File: config.mk
export PLATFORM = sky130hd
export DESIGN_NAME = asptu_ram
export DESIGN_NICKNAME = d
export VERILOG_FILES = /design/src/rtl/all_sources_shortest_path_tree_unit_assert.svh /design/src/rtl/asptu_ram.sv
export SDC_FILE = /design/constraint.sdc
export NUM_CORES = 1
export LEC_CHECK = 0
export ABC_AREA = 1
export CAP_MARGIN = 20
export CELL_PAD_IN_SITES_DETAIL_PLACEMENT = 1
export CELL_PAD_IN_SITES_GLOBAL_PLACEMENT = 1
export CORE_MARGIN = 3
export CORE_UTILIZATION = 30
export DETAILED_ROUTE_END_ITERATION = 8
export DONT_BUFFER_PORTS = 1
export PLACE_DENSITY = 0.6
export SLEW_MARGIN = 20
export SYNTH_ARGS = -nofsm -noshare
export SYNTH_HDL_FRONTEND = slang
export SYNTH_SLANG_ARGS = --single-unit
export TNS_END_PERCENT = 20
File: constraint.sdc
create_clock -name clock -period 2.2 [get_ports clock]
set_input_delay 0.11 -clock clock [delete_from_list [all_inputs] [get_ports clock]]
set_output_delay 0.11 -clock clock [all_outputs]
set_load 0.01 [all_outputs]
File: src/rtl/all_sources_shortest_path_tree_unit_assert.svh
// Assertion macros for the shortest path tree unit.
// Used by the top level; depends on nothing.
`ifndef ALL_SOURCES_SHORTEST_PATH_TREE_UNIT_ASSERT_SVH
`define ALL_SOURCES_SHORTEST_PATH_TREE_UNIT_ASSERT_SVH

// condition must never hold in any cycle out of reset
`define ASPTU_ASSERT_NEVER(lbl, clk, rst, expr, msg) \
   lbl: assert property (@(posedge clk) disable iff (rst) !(expr)) else $error(msg);

// antecedent implies consequent in the same cycle
`define ASPTU_ASSERT_IMPLY(lbl, clk, rst, ante, cons, msg) \
   lbl: assert property (@(posedge clk) disable iff (rst) (ante) |-> (cons)) else $error(msg);

`endif

File: src/rtl/asptu_ram.sv
// Simple dual port synchronous RAM, one write and one registered read port.
// No dependencies.
module asptu_ram #(
   parameter int WIDTH = 8,
   parameter int DEPTH = 32,
   parameter int AW    = 5
) (
   input  logic             clock,
   input  logic             we,
   input  logic [AW-1:0]    waddr,
   input  logic [WIDTH-1:0] wdata,
   input  logic             re,
   input  logic [AW-1:0]    raddr,
   output logic [WIDTH-1:0] rdata
);

   logic [WIDTH-1:0] mem [DEPTH];
   logic [WIDTH-1:0] rdata_ff;

   // write port
   always_ff @(posedge clock) begin
      if (we) begin
         mem[waddr] <= wdata;
      end
   end

   // registered read port
   always_ff @(posedge clock) begin
      if (re) begin
         rdata_ff <= mem[raddr];
      end
   end

   assign rdata = rdata_ff;

endmodule

==> flow_metrics.env <==
export IMPL_finalInstanceArea_um2=12450
export IMPL_portBuffers=0
export IMPL_fin_crit_sh_pct=84.78
export IMPL_start_kind="register"
export IMPL_path_clk_slew_ns=0.06
export IMPL_powerDensity_nw_per_um2=872.3
export IMPL_initial_core_util_pct=30.48
export IMPL_yosysTopAreaCellShare_pct=72.95
export IMPL_slew_violations=0
export IMPL_fp_dieH_um=196.3
export IMPL_place_area_um2=11280
export IMPL_core_rowCount=69
export IMPL_drtPass1Iterations=5
export IMPL_cts_resized=0
export IMPL_worstHoldPathType="input pin to register"
export IMPL_route_detailed_drc=0
export IMPL_clk_latency_ns=0.53
export IMPL_endpoint_kind="register"
export IMPL_skew_ns=0.007350
export IMPL_drive_above_1_share_pct=7.843
export IMPL_synth_top_area_cell="edfxtp_1"
export IMPL_grt_first_pass_wirelength_um=44410
export IMPL_avgViaCountPerCell=4.840
export IMPL_drt_initial_drc_count=468
export IMPL_cts_root_buf="clkbuf_16"
export IMPL_areaGrowthSynthToFinish_pct=14.59
export IMPL_p_sw_uw=2337
export IMPL_grt_pass1_vias=7060
export IMPL_ys_seq_elements=264
export IMPL_pwr_share_seq_pct=52.0
export IMPL_synthCells=922
export IMPL_htree_levels=1
export IMPL_core_area_um2=35660
export IMPL_grt_util_all_layers_pct=15.05
export IMPL_clock_power_share_pct=42.5
export IMPL_fillers=3875
export IMPL_syn_avg_cell_area_um2=11.79
export IMPL_hold_viol_final=0
export IMPL_grt_max_degree=130
export IMPL_wl_um=29200
export IMPL_dp_cells=1360
export IMPL_fmax_ghz=0.5362
export IMPL_die_area_um2=38540
export IMPL_seq_area_frac_synth_pct=72.95
export IMPL_antenna_left=0
export IMPL_globalplace_congestion=0.7322
export IMPL_finalNonFillerCells=1431
export IMPL_cts_tree="done"
export IMPL_cts_sinks=264
export IMPL_dpl_hpwl_um=16970
export IMPL_nets=970
export IMPL_total_power_uw=10860
export IMPL_rsz0062_at_grt="no"
export IMPL_period_minus_slack_ns=1.865
export IMPL_synth_area_um2=10870
export IMPL_pin_count=29
export IMPL_vias=6926
export IMPL_cts_buffers=28
export IMPL_cp_max_fo=1
export IMPL_comb_power_share_pct=5.6
export IMPL_setup_viol=0
export IMPL_p_leak_uw=0.004508
export IMPL_syn_num_nets=943
export IMPL_ys_types=11
export IMPL_antenna_found_initial=0
export IMPL_status="finished, final reports clean"
export IMPL_required_ns=2.49
export IMPL_die_w_um=196.3
export IMPL_slew_headroom_pct=45.37
export IMPL_fin_setup_tns_ns=0
export IMPL_path_class="register to register"
export IMPL_tightestPinTransition_ns=0.8164
export IMPL_swShare_pct=21.51
export IMPL_clockBufferDepth=3
export IMPL_p_int_uw=8526
export IMPL_maxCapViolCount=0
export IMPL_grt_ovfl_total=0
export IMPL_crit_arrival_ns=2.16
export IMPL_wl_per_cell_um=20.40
export IMPL_yosys_top_cells_area="edfxtp_1, nand2_1, nand3_1"
export IMPL_ys_warn_count=0
export IMPL_ir_drop_v=0.0006817
cells in the mapped netlist:
master,n
buf_1,2
buf_2,15
buf_4,4
buf_6,24
clkbuf_1,7
edfxtp_1,264
inv_1,8
inv_2,2
nand2_1,360
nand3_1,204
nor2_1,32
final timing paths:
check / from / endpoint / slack (ns) / cells past startpoint
max: mem[25][2] / rdata[2] / 0.33 / 9
min: raddr[2] / rdata[5] / 0.04 / 6
max reg2reg: mem[25][2] / rdata[2] / 0.33 / 9
min reg2reg: mem[2][3] / rdata[3] / 0.84 / 8
cells by family after synthesis:
group                  after synthesis  synth area share [%]
DFF                                264                 72.95
and+or+nand+nor                    596                 22.94
buffers and inverters               62                 4.111
area by class of cell:
type | instances | area [µm²] | share of cell area [%]
flip-flops and latches | 264 | 7928 | 63.67
multi-input cells | 596 | 2492 | 20.02
repair buffers | 49 | 523.0 | 4.200
well taps | 461 | 576.8 | 4.632
inverters | 10 | 40.04 | 0.3215
diodes | 1 | 2.502 | 0.02010
clock inverters | 17 | 148.9 | 1.196
clock buffers | 33 | 740.7 | 5.949
registers in the layout, indices dropped and copies added, names as in the netlist:
name and cells:
rdata 8, mem 256
power by group through the flow:
stage	Clock, µW	Combinational [µW]	Sequential, µW
after floorplan	0	403	5740
after global placement	0	449	5750
after detailed placement	0	454	5760
after CTS	4710	617	5650
after global routing	4890	678	5650
final	4610	603	5650
routing by layer:
| metal | track usage, % | vias up | routed length (µm) |
|---|---|---|---|
| met5 | 0 | - | 0 |
| met3 | 2.713 | 33 | 1222 |
| met4 | 3.090 | 0 | 417 |
| met1 | 21.36 | 3521 | 13920 |
| met2 | 24.42 | 106 | 13630 |
| li1 | - | 3266 | - |
stage by stage:
step | utilization, % | hold slack (ns) | setup slack [ns]
finish | 34.92 | 0.03649 | 0.3349
global placement | 31.63 | 0.2112 | 0.4245
global route | 34.92 | 0.08673 | 0.2553
floorplan | - | 0.2089 | 1.056
CTS | 34.92 | 0.005328 | 0.3522
detailed placement | 31.63 | 0.2114 | 0.4285
critical path: stages (launching register included):
cell,delay [ns]
edfxtp_1,0.36
nand2_1,0.08
nand3_1,0.12
nand3_1,0.17
nand2_1,0.08
nand2_1,0.10
nand2_1,0.07
nand2_1,0.05
dlygate4sd3_1,0.54
nand2_1,0.05
timing repair:
action	CTS	global route
buffers inserted	0	0
hold buffers	20	0
endpoints found under the hold margin	272	0
placed cells by master, fill, tap and decap left out, drive strengths merged:
cell type / count
clkinv: 14
edfxtp: 264
nand2: 360
dlygate4sd3: 12
buf: 37
nand3: 204
inv: 10
bufinv: 3
clkbuf: 33
nor2: 32
diode: 1
Note: power is estimated with default switching activity, not from simulation.
